**src/yuvrgb_pkg.sv**
```systemverilog
package yuvrgb_pkg;

	typedef struct packed {
		logic [7:0] luma_in;
		logic [7:0] cb_in;
		logic [7:0] cr_in;
	} yuv_pix_t;

	typedef struct packed {
		logic [7:0] red_out;
		logic [7:0] green_out;
		logic [7:0] blue_out;
	} rgb_pix_t;

	typedef enum logic [3:0] {
		REG_LUMA_SCALE    = 4'd0,
		REG_LUMA_OFFSET   = 4'd1,
		REG_LUMA_INVERT   = 4'd2,
		REG_U_SCALE       = 4'd3,
		REG_V_SCALE       = 4'd4,
		REG_CHROMA_OFFSET = 4'd5,
		REG_CHROMA_INVERT = 4'd6,
		REG_MATRIX_SELECT = 4'd7
	} cfg_reg_t;

	localparam logic [7:0] RST_LUMA_SCALE    = 8'd1;
	localparam logic [7:0] RST_LUMA_OFFSET   = 8'd125;
	localparam logic [7:0] RST_U_SCALE       = 8'd1;
	localparam logic [7:0] RST_V_SCALE       = 8'd1;
	localparam logic [7:0] RST_CHROMA_OFFSET = 8'd128;

	localparam logic [7:0] CHROMA_ZERO = 8'd128;
	localparam logic signed [8:0] LUMA_BLACK = 9'sd16;

	// Q16 matrix coefficients.
	localparam logic signed [18:0] COEF_Y      = 19'sd76309;
	localparam logic signed [18:0] COEF_RV_601 = 19'sd104597;
	localparam logic signed [18:0] COEF_GU_601 = -19'sd25675;
	localparam logic signed [18:0] COEF_GV_601 = -19'sd53279;
	localparam logic signed [18:0] COEF_BU_601 = 19'sd132201;
	localparam logic signed [18:0] COEF_RV_709 = 19'sd117489;
	localparam logic signed [18:0] COEF_GU_709 = -19'sd13975;
	localparam logic signed [18:0] COEF_GV_709 = -19'sd34925;
	localparam logic signed [18:0] COEF_BU_709 = 19'sd138438;

	function automatic logic [7:0] clamp_u8(input logic signed [29:0] v);
		logic [7:0] r;
		if (v < 30'sd0) begin
			r = 8'd0;
		end else if (v > 30'sd255) begin
			r = 8'd255;
		end else begin
			r = v[7:0];
		end
		return r;
	endfunction

endpackage

```
**src/yuv_adjust_and_rgb_convert_top.sv**
```systemverilog
// Five register stages (s1 to s5); one pixel per clock while rgb_ready does not stall them.
// Pivot, gain, clamp, matrix products and sums take a stage each.
// Back-pressure on rgb_ready stalls all stages together; nothing is dropped or repeated.
// Reset (arst_n low, asynchronous) empties the pipeline and loads the register
// defaults: gains of 1, luma pivot 125, chroma pivot 128, no inversion, BT.601.
module yuv_adjust_and_rgb_convert_top
	import yuvrgb_pkg::*;
(
	input  logic       clk,
	input  logic       arst_n,
	input  logic       pix_valid,
	output logic       pix_ready,
	input  yuv_pix_t   pix,
	output logic       rgb_valid,
	input  logic       rgb_ready,
	output rgb_pix_t   rgb,
	input  logic       cfg_valid,
	output logic       cfg_ready,
	input  logic [3:0] cfg_index,
	input  logic [7:0] cfg_data
);

	logic [7:0] luma_scale_q, luma_offset_q, u_scale_q, v_scale_q, chroma_offset_q;
	logic       luma_invert_q, chroma_invert_q, matrix_select_q;

	assign cfg_ready = 1'b1;

	always_ff @(posedge clk or negedge arst_n) begin
		if (!arst_n) begin
			luma_scale_q    <= RST_LUMA_SCALE;
			luma_offset_q   <= RST_LUMA_OFFSET;
			luma_invert_q   <= 1'b0;
			u_scale_q       <= RST_U_SCALE;
			v_scale_q       <= RST_V_SCALE;
			chroma_offset_q <= RST_CHROMA_OFFSET;
			chroma_invert_q <= 1'b0;
			matrix_select_q <= 1'b0;
		end else if (cfg_valid) begin
			case (cfg_index)
				REG_LUMA_SCALE:    luma_scale_q    <= cfg_data;
				REG_LUMA_OFFSET:   luma_offset_q   <= cfg_data;
				REG_LUMA_INVERT:   luma_invert_q   <= cfg_data[0];
				REG_U_SCALE:       u_scale_q       <= cfg_data;
				REG_V_SCALE:       v_scale_q       <= cfg_data;
				REG_CHROMA_OFFSET: chroma_offset_q <= cfg_data;
				REG_CHROMA_INVERT: chroma_invert_q <= cfg_data[0];
				REG_MATRIX_SELECT: matrix_select_q <= cfg_data[0];
				default: ;
			endcase
		end
	end

	// Display mode. The user must change configuration only while the pipeline is empty (the
	// block does not enforce this), so every stage may read these decodes directly.
	logic ls, us, vs, luma_only, u_only, v_only, force_gray;
	logic [7:0] y_off, y_scl;
	logic       y_inv;

	always_comb begin
		ls         = |luma_scale_q;
		us         = |u_scale_q;
		vs         = |v_scale_q;
		luma_only  = ls && !us && !vs;
		u_only     = !ls && us && !vs;
		v_only     = !ls && !us && vs;
		force_gray = luma_only || u_only || v_only;
		if (u_only) begin
			y_off = chroma_offset_q;
			y_scl = u_scale_q;
			y_inv = chroma_invert_q;
		end else if (v_only) begin
			y_off = chroma_offset_q;
			y_scl = v_scale_q;
			y_inv = chroma_invert_q;
		end else begin
			y_off = luma_offset_q;
			y_scl = luma_scale_q;
			y_inv = luma_invert_q;
		end
	end

	logic adv;
	assign adv       = !rgb_valid || rgb_ready;
	assign pix_ready = adv;

	// Stage 1: plane select for the gray modes, optional inversion and removal of the pivot.
	logic [7:0] y_smp, y_pre, u_pre, v_pre;
	logic signed [8:0] yd_s1, ud_s1, vd_s1;
	logic vld_s1;

	always_comb begin
		if (u_only) begin
			y_smp = pix.cb_in;
		end else if (v_only) begin
			y_smp = pix.cr_in;
		end else begin
			y_smp = pix.luma_in;
		end
		y_pre = y_inv ? ~y_smp : y_smp;
		u_pre = chroma_invert_q ? ~pix.cb_in : pix.cb_in;
		v_pre = chroma_invert_q ? ~pix.cr_in : pix.cr_in;
	end

	always_ff @(posedge clk or negedge arst_n) begin
		if (!arst_n) begin
			vld_s1 <= 1'b0;
		end else if (adv) begin
			vld_s1 <= pix_valid;
		end
	end

	always_ff @(posedge clk) begin
		if (adv) begin
			yd_s1 <= $signed({1'b0, y_pre}) - $signed({1'b0, y_off});
			ud_s1 <= $signed({1'b0, u_pre}) - $signed({1'b0, chroma_offset_q});
			vd_s1 <= $signed({1'b0, v_pre}) - $signed({1'b0, chroma_offset_q});
		end
	end

	// Stage 2: gain multiply.
	logic signed [17:0] yp_s2, up_s2, vp_s2;
	logic vld_s2;

	always_ff @(posedge clk or negedge arst_n) begin
		if (!arst_n) begin
			vld_s2 <= 1'b0;
		end else if (adv) begin
			vld_s2 <= vld_s1;
		end
	end

	always_ff @(posedge clk) begin
		if (adv) begin
			yp_s2 <= 18'(yd_s1) * 18'($signed({1'b0, y_scl}));
			up_s2 <= 18'(ud_s1) * 18'($signed({1'b0, u_scale_q}));
			vp_s2 <= 18'(vd_s1) * 18'($signed({1'b0, v_scale_q}));
		end
	end

	// Stage 3: add the pivot back and clamp; gray modes force chroma to zero.
	logic signed [29:0] ysum, usum, vsum;
	logic [7:0] y_s3, u_s3, v_s3;
	logic vld_s3;

	always_comb begin
		ysum = 30'(yp_s2) + $signed({22'd0, y_off});
		usum = 30'(up_s2) + $signed({22'd0, chroma_offset_q});
		vsum = 30'(vp_s2) + $signed({22'd0, chroma_offset_q});
	end

	always_ff @(posedge clk or negedge arst_n) begin
		if (!arst_n) begin
			vld_s3 <= 1'b0;
		end else if (adv) begin
			vld_s3 <= vld_s2;
		end
	end

	always_ff @(posedge clk) begin
		if (adv) begin
			y_s3 <= clamp_u8(ysum);
			u_s3 <= force_gray ? CHROMA_ZERO : clamp_u8(usum);
			v_s3 <= force_gray ? CHROMA_ZERO : clamp_u8(vsum);
		end
	end

	// Stage 4: matrix products.
	logic signed [8:0]  ym, um, vm;
	logic signed [18:0] c_rv, c_gu, c_gv, c_bu;
	logic signed [27:0] yt_s4, rv_s4, gu_s4, gv_s4, bu_s4;
	logic vld_s4;

	always_comb begin
		ym = $signed({1'b0, y_s3}) - LUMA_BLACK;
		um = $signed({1'b0, u_s3}) - $signed({1'b0, CHROMA_ZERO});
		vm = $signed({1'b0, v_s3}) - $signed({1'b0, CHROMA_ZERO});
		if (matrix_select_q) begin
			c_rv = COEF_RV_709;
			c_gu = COEF_GU_709;
			c_gv = COEF_GV_709;
			c_bu = COEF_BU_709;
		end else begin
			c_rv = COEF_RV_601;
			c_gu = COEF_GU_601;
			c_gv = COEF_GV_601;
			c_bu = COEF_BU_601;
		end
	end

	always_ff @(posedge clk or negedge arst_n) begin
		if (!arst_n) begin
			vld_s4 <= 1'b0;
		end else if (adv) begin
			vld_s4 <= vld_s3;
		end
	end

	always_ff @(posedge clk) begin
		if (adv) begin
			yt_s4 <= 28'(ym) * 28'(COEF_Y);
			rv_s4 <= 28'(vm) * 28'(c_rv);
			gu_s4 <= 28'(um) * 28'(c_gu);
			gv_s4 <= 28'(vm) * 28'(c_gv);
			bu_s4 <= 28'(um) * 28'(c_bu);
		end
	end

	// Stage 5: sums, floor shift by 16 and clamp into the output register.
	logic signed [29:0] r_sum, g_sum, b_sum;
	rgb_pix_t rgb_s5;
	logic vld_s5;

	always_comb begin
		r_sum = (30'(yt_s4) + 30'(rv_s4)) >>> 16;
		g_sum = (30'(yt_s4) + 30'(gu_s4) + 30'(gv_s4)) >>> 16;
		b_sum = (30'(yt_s4) + 30'(bu_s4)) >>> 16;
	end

	always_ff @(posedge clk or negedge arst_n) begin
		if (!arst_n) begin
			vld_s5 <= 1'b0;
		end else if (adv) begin
			vld_s5 <= vld_s4;
		end
	end

	always_ff @(posedge clk) begin
		if (adv) begin
			rgb_s5.red_out   <= clamp_u8(r_sum);
			rgb_s5.green_out <= clamp_u8(g_sum);
			rgb_s5.blue_out  <= clamp_u8(b_sum);
		end
	end

	assign rgb_valid = vld_s5;
	assign rgb       = rgb_s5;

`ifndef ASSERT_OFF
	a_accept_enters: assert property (@(posedge clk) disable iff (!arst_n)
		pix_valid && pix_ready |=> vld_s1)
		else $error("accepted pixel did not enter the first stage");

	a_stall_holds: assert property (@(posedge clk) disable iff (!arst_n)
		vld_s3 && !adv |=> vld_s3 && $stable(y_s3))
		else $error("stalled stage lost its contents");

	a_gray_chroma: assert property (@(posedge clk) disable iff (!arst_n)
		vld_s3 && force_gray |-> u_s3 == CHROMA_ZERO && v_s3 == CHROMA_ZERO)
		else $error("gray mode did not force chroma to zero");

	a_out_from_pipe: assert property (@(posedge clk) disable iff (!arst_n)
		$rose(rgb_valid) |-> $past(vld_s4))
		else $error("output valid without an item in the last stage");
`endif

endmodule

```
**config.mk**
```make
export PLATFORM = sky130hd
export DESIGN_NAME = yuv_adjust_and_rgb_convert_top
export DESIGN_NICKNAME = d
export VERILOG_FILES = /design/src/yuvrgb_pkg.sv /design/src/yuv_adjust_and_rgb_convert_top.sv
export SDC_FILE = /design/constraint.sdc
export NUM_CORES = 2
export LEC_CHECK = 0
export BUFFER_PORTS_ARGS = -buffer_cell sky130_fd_sc_hd__buf_2
export CAP_MARGIN = 20
export CORE_ASPECT_RATIO = 0.9
export CORE_MARGIN = 4
export CORE_UTILIZATION = 65
export DETAILED_ROUTE_END_ITERATION = 8
export HOLD_SLACK_MARGIN = 0.03
export PLACE_DENSITY = 0.82
export REMOVE_ABC_BUFFERS = 1
export SLEW_MARGIN = 40
export SYNTH_ARGS = -nofsm -noshare
export SYNTH_HDL_FRONTEND = slang
export SYNTH_SLANG_ARGS = --single-unit
```
**constraint.sdc**
```tcl
create_clock -name clk -period 7.9 [get_ports clk]
set_clock_uncertainty 0.15 [all_clocks]
set_input_delay 0.79 -clock clk [delete_from_list [all_inputs] [get_ports clk]]
set_output_delay 0.79 -clock clk [all_outputs]
set_load 0.03 [all_outputs]
```
Word level (Yosys, flattened, before mapping)
Cells that the tools add are included.
{"block": "word_totals", "word_cells": 125, "inputBits": 41, "ff_bits": 316}
{"block": "op_classes", "n_lt_le_gt_ge": 12, "n_addsub": 13, "eq_ne": 7, "n_reduce_logical": 27, "n_mux": 23, "n_mul": 8, "bitwise": 3}
{"operator": "$mux 8", "n": 17}
{"operator": "$add 27x28->29", "n": 3}
{"operator": "$add 18x9->19", "n": 3}
{"operator": "$gt 19x9->1 const B", "n": 3}
{"operator": "$lt 19x1->1 const B", "n": 3}
{"operator": "$mul 9x9->18", "n": 3}
{"operator": "$mux 15", "n": 3}
{"operator": "$add 29x28->30", "n": 1}
{"operator": "$mul 9x19->28", "n": 1}
{"operator": "$mul 9x18->27", "n": 1}
{"operator": "$mul 9x18->27 const B", "n": 1}
{"operator": "$sub 8x8->9", "n": 3}
{"operator": "$gt 13x9->1 const B", "n": 2}
{"operator": "$lt 13x1->1 const B", "n": 2}
{"operator": "$mul 9x17->26", "n": 1}
{"operator": "$mul 9x16->25", "n": 1}
{"operator": "$not 8->8", "n": 3}
{"operator": "$reduce_or 8->1", "n": 3}
{"operator": "$sub 8x8->9 const B", "n": 2}
{"operator": "$eq 4x3->1 const B", "n": 4}
{"operator": "$reduce_and 2->1", "n": 8}
{"operator": "$gt 14x9->1 const B", "n": 1}
{"operator": "$lt 14x1->1 const B", "n": 1}
{"operator": "$mux 13", "n": 1}
{"operator": "other kinds (9)", "n": 22}

Depth between registers and ports, before layout
{"block": "depth", "depth_word": 9, "ltp_mapped": 26, "depth_no_buf": 24}

Worst setup path after synthesis
OpenSTA, ideal clock, no wires.
{"block": "synth_timing", "path_type": "input to output", "startpoint": "input rgb_ready", "endpoint": "output pix_ready", "stages": 2, "arrival_time_ps": 6149, "slack_ps": 811, "n_path_buf": 0, "cell_sequence": "nor2b_1 inv_1"}
{"block": "synth_via", "elab_chain_len": 1}
{"item": "start: declaration", "line": "yuv_adjust_and_rgb_convert_top.sv:15", "source": "input logic rgb_ready,"}
{"item": "$logic_or 1x1->1", "line": "yuv_adjust_and_rgb_convert_top.sv:83", "source": "assign adv = !rgb_valid || rgb_ready;"}
{"item": "end: declaration", "line": "yuv_adjust_and_rgb_convert_top.sv:12", "source": "output logic pix_ready,"}
No other way between the ends.

Final worst setup path
{"block": "layout_timing", "startpoint": "register matrix_select_q", "endpoint": "register rv_s4[26], data pin"}
{"block": "layout_via", "elab_chain_len": 2}
{"item": "start: declaration", "line": "yuv_adjust_and_rgb_convert_top.sv:24", "source": "logic luma_invert_q, chroma_invert_q, matrix_select_q;"}
{"item": "start signal: assignment", "line": "yuv_adjust_and_rgb_convert_top.sv:47", "source": "REG_MATRIX_SELECT: matrix_select_q <= cfg_data[0];"}
{"item": "$mux 15", "line": "yuv_adjust_and_rgb_convert_top.sv:177", "source": "if (matrix_select_q) begin"}
{"item": "$mul 9x18->27", "line": "yuv_adjust_and_rgb_convert_top.sv:201", "source": "rv_s4 <= 28'(vm) * 28'(c_rv);"}
{"item": "end signal: assignment", "line": "yuv_adjust_and_rgb_convert_top.sv:201"}
{"item": "end: declaration", "line": "yuv_adjust_and_rgb_convert_top.sv:170", "source": "logic signed [27:0] yt_s4, rv_s4, gu_s4, gv_s4, bu_s4;"}
No other way between the ends.
A chain may end at the register's enable or synchronous reset.

==> flow_metrics.py <==
metrics = {
    "worst_hold_path": {
        "min_path_type": "in -> async",
    },
    "worst_setup_path": {
        "critical_path.top_delay_family": "adder cells",
        "slowest_delay_ns": 0.85,
        "cp_max_fo": 22,
        "cp.required_ns": 8.04,
        "worstSetupEndpointType": "flop",
        "crit_arrival_ns": 7.04,
        "critPathSlowestCell": "dfrtp_1",
        "path_class": "reg -> reg",
        "path_cells": "nand2_1 > inv_1 > fa_1 > fa_1 > ha_1 > inv_1 > fa_1 > inv_1 > ha_1 > ha_1 > fa_1 > a21o_1 > a21oi_1 > o21ai_1 > o41a_1 > a221oi_1 > a211oi_1 > a211oi_1 > o21bai_1 > a21oi_1 > xnor2_1",
        "crit_path_frequent_cell": "fa_1",
        "start_kind": "flop",
        "cp_num_buf_inv": 3,
    },
    "timing": {
        "hold_violations": 0,
        "timing.final.crit_share": 0.8732,
        "finalSetupTns_ns": 0,
        "setup_violations": 0,
        "finalMaxSlewViolations": 0,
        "period_minus_slack_ns": 6.898,
        "max-slew-margin-rel": 0.4596,
        "worstMarginPinSlew_ns": 0.8021,
        "timing.fmax_ghz": 0.1450,
        "rsz0062_at_grt": "false",
    },
    "drt": {
        "ant_nets": 0,
        "wl_mm": 86.43,
        "topRoutingLayerUsed": "met4",
        "wl_per_cell_um": 18.42,
        "drt_iter0_drc": 1802,
        "drt_pass1_iterations": 6,
        "routed_via_density": 5.699,
        "vias": 26747,
        "m1WireLength_mm": 37.35,
        "wl_met2_mm": 40.78,
        "dr_wl_met3_mm": 5.190,
        "drc": 0,
    },
    "final_layout": {
        "drive_gt1_frac": 0.06368,
        "fillCellCount": 4353,
        "multi_input_area_mm2": 0.02779,
        "antenna_cells": 0,
        "seq_area_mm2": 0.009052,
        "finalNetCount": 5061,
        "syn2layout_area_growth_pct": 6.040,
    },
    "yosys": {
        "ys_warn_count": 0,
        "synth.distinct_cells": 83,
        "synth_adder_area_share": 0.4488,
        "synthFlopType": "edfxtp_1",
        "ys_seq_elements": 309,
        "syn_area_mm2": 0.03980,
        "synth.largest_area_cell": "fa_1",
        "synth_top_family_by_area": "adder cells",
        "syn_inst": 3797,
        "synth_xor_area_frac": 0.05074,
        "synth_mux_area_frac": 0.01688,
        "netlist.area_leader.share": 0.2445,
        "synthArstFlopShare": 0.1553,
        "synth_edf_count": 261,
        "ys_seq_area_frac": 0.2274,
        "synth_area_leaders": "fa_1, ha_1, edfxtp_1, inv_1, xnor2_1",
        "synthSimpleGateAreaFrac": 0.09177,
        "synth_compound_area_frac": 0.08828,
        "syn_area_per_cell_um2": 10.48,
    },
    "global_routing": {
        "grt_max_degree": 130,
        "antenna_found_initial": 0,
        "grt_usage": 0.2709,
        "grt_pass1_vias": 27585,
        "grt_pass1_wl_mm": 141.6,
        "overflow": 0,
    },
    "cts": {
        "cts_root_buf": "clkbuf_16",
        "clockBufferDepth": 3,
        "post-cts-setup-buffer-count": 0,
        "cts_hold_buf": 0,
        "cts.reportedPaths.clkPinSlew_ns": 0.06,
        "cts_htree_levels": 2,
        "clk_latency_ns": 0.55,
        "cts_resized": 0,
        "numCtsBuffers": 35,
        "cts_sinks": 309,
        "cts_tree": "done",
    },
    "status": {
        "status": "finished, final reports clean",
    },
    "die": {
        "fp-row-count": 85,
        "fp.dieH_um": 242.7,
        "die-area_mm2": 0.06525,
        "start_util": 0.6611,
        "die_x_um": 268.8,
        "io_pins": 68,
        "coreArea_mm2": 0.06020,
    },
    "place": {
        "place_hpwl_mm": 71.58,
        "port_buffers": 66,
        "gp_congestion": 0.9834,
    },
    "run": {
        "max_cap_viol_count": 0,
    },
}
-- cells by family (layout without fill, tap and decap cells) --
kind of cell    after synthesis  in the layout
xor+xnor                    229            229
fa+ha+maj                  1136           1136
other cells                   2             17
compound gates              534            534
buf+inv                     801            899
flops                       309            309
simple gates                726            726
mux                          60             60
-- Yosys cell counts (28+ instances only) --
cell,count
clkbuf_1,42
o21ai_0,91
dfrtp_1,38
nor3_1,43
o21a_1,35
nand2b_1,36
ha_1,650
inv_1,752
nor2_1,112
and2_1,134
xnor2_1,153
o21bai_1,28
a21oi_1,159
edfxtp_1,261
fa_1,486
a21o_1,66
xor2_1,75
mux2_2,47
nand2_1,239
-- per-stage QoR --
step	utilization	cell area (µm²)	hold slack [ns]	setup WS, ns	std cells
after global routing	0.7011	42200	0.2276	0.6118	4693
after detailed placement	0.6831	41120	0.3028	1.084	4630
after floorplan	-	39660	0.2800	0.8108	3763
after global placement	0.6830	41110	0.2972	1.233	4630
after CTS	0.7009	42190	0.1750	1.022	4693
final	0.7011	42200	0.1921	1.002	4693
-- layer usage --
layer  global-route usage  vias to the layer above
met3              0.03737                      193
met5                    0                        -
met2               0.4439                      870
met1               0.3787                    12964
li1                     -                    12720
met4              0.08332                        0
-- area by class of cell --
class	instances	share of cell area
clock buffer	40	0.02120
clock inverter	23	0.004210
inverter	752	0.06718
multi-input combinational	2702	0.6586
sequential	309	0.2145
tap	783	0.02322
timing repair buffer	84	0.01112
-- sequential cells by signal, summed over array words and instances, names as in the netlist, 18 cells and up --
name   flops
rgb       24
gv_s4     25
yp_s2     18
rv_s4     27
yt_s4     27
vp_s2     18
up_s2     18
gu_s4     25
bu_s4     28
-- placed cells by master, fill, tap and decap left out, types with 11 or more instances in the layout --
master and count:
a211oi_1 17, a21o_1 66, a21oi_1 158, a31oi_1 25, and2_1 134, and3_1 20
buf_2 66, buf_4 17, clkbuf_16 35, conb_1 17, dfrtp_1 37, edfxtp_1 261
fa_1 486, ha_1 650, inv_1 751, mux2_2 47, mux2i_1 12, nand2_1 239
nand2b_1 36, nand3_1 26, nand4_1 12, nor2_1 112, nor2b_1 26, nor3_1 42
o211ai_1 11, o21a_1 35, o21ai_0 91, o21ai_1 11, o21bai_1 28, or2_2 21
or3_1 16, xnor2_1 153, xor2_1 75
-- final timing paths --
check / from / endpoint / slack [ns] / cells after the start
worst min-delay path: arst_n / v_scale_q[6]$_DFFE_PN0P_ / 0.19 / 2
worst max register to register: matrix_select_q$_DFFE_PN0P_ / rv_s4[26]$_DFFE_PP_ / 1.00 / 21
min in group clk: pix_valid / vld_s1$_DFFE_PN0P_ / 0.29 / 3
worst max-delay path: matrix_select_q$_DFFE_PN0P_ / rv_s4[26]$_DFFE_PP_ / 1.00 / 21
worst min register to register: vld_s4$_DFFE_PN0P_ / vld_s4$_DFFE_PN0P_ / 0.32 / 2
max in group asynchronous: arst_n / chroma_invert_q$_DFFE_PN0P_ / 6.94 / 2
Power is left out: the tool's default activity adds up to more than one toggle a clock period on the data nets, which glitch-free logic cannot reach.
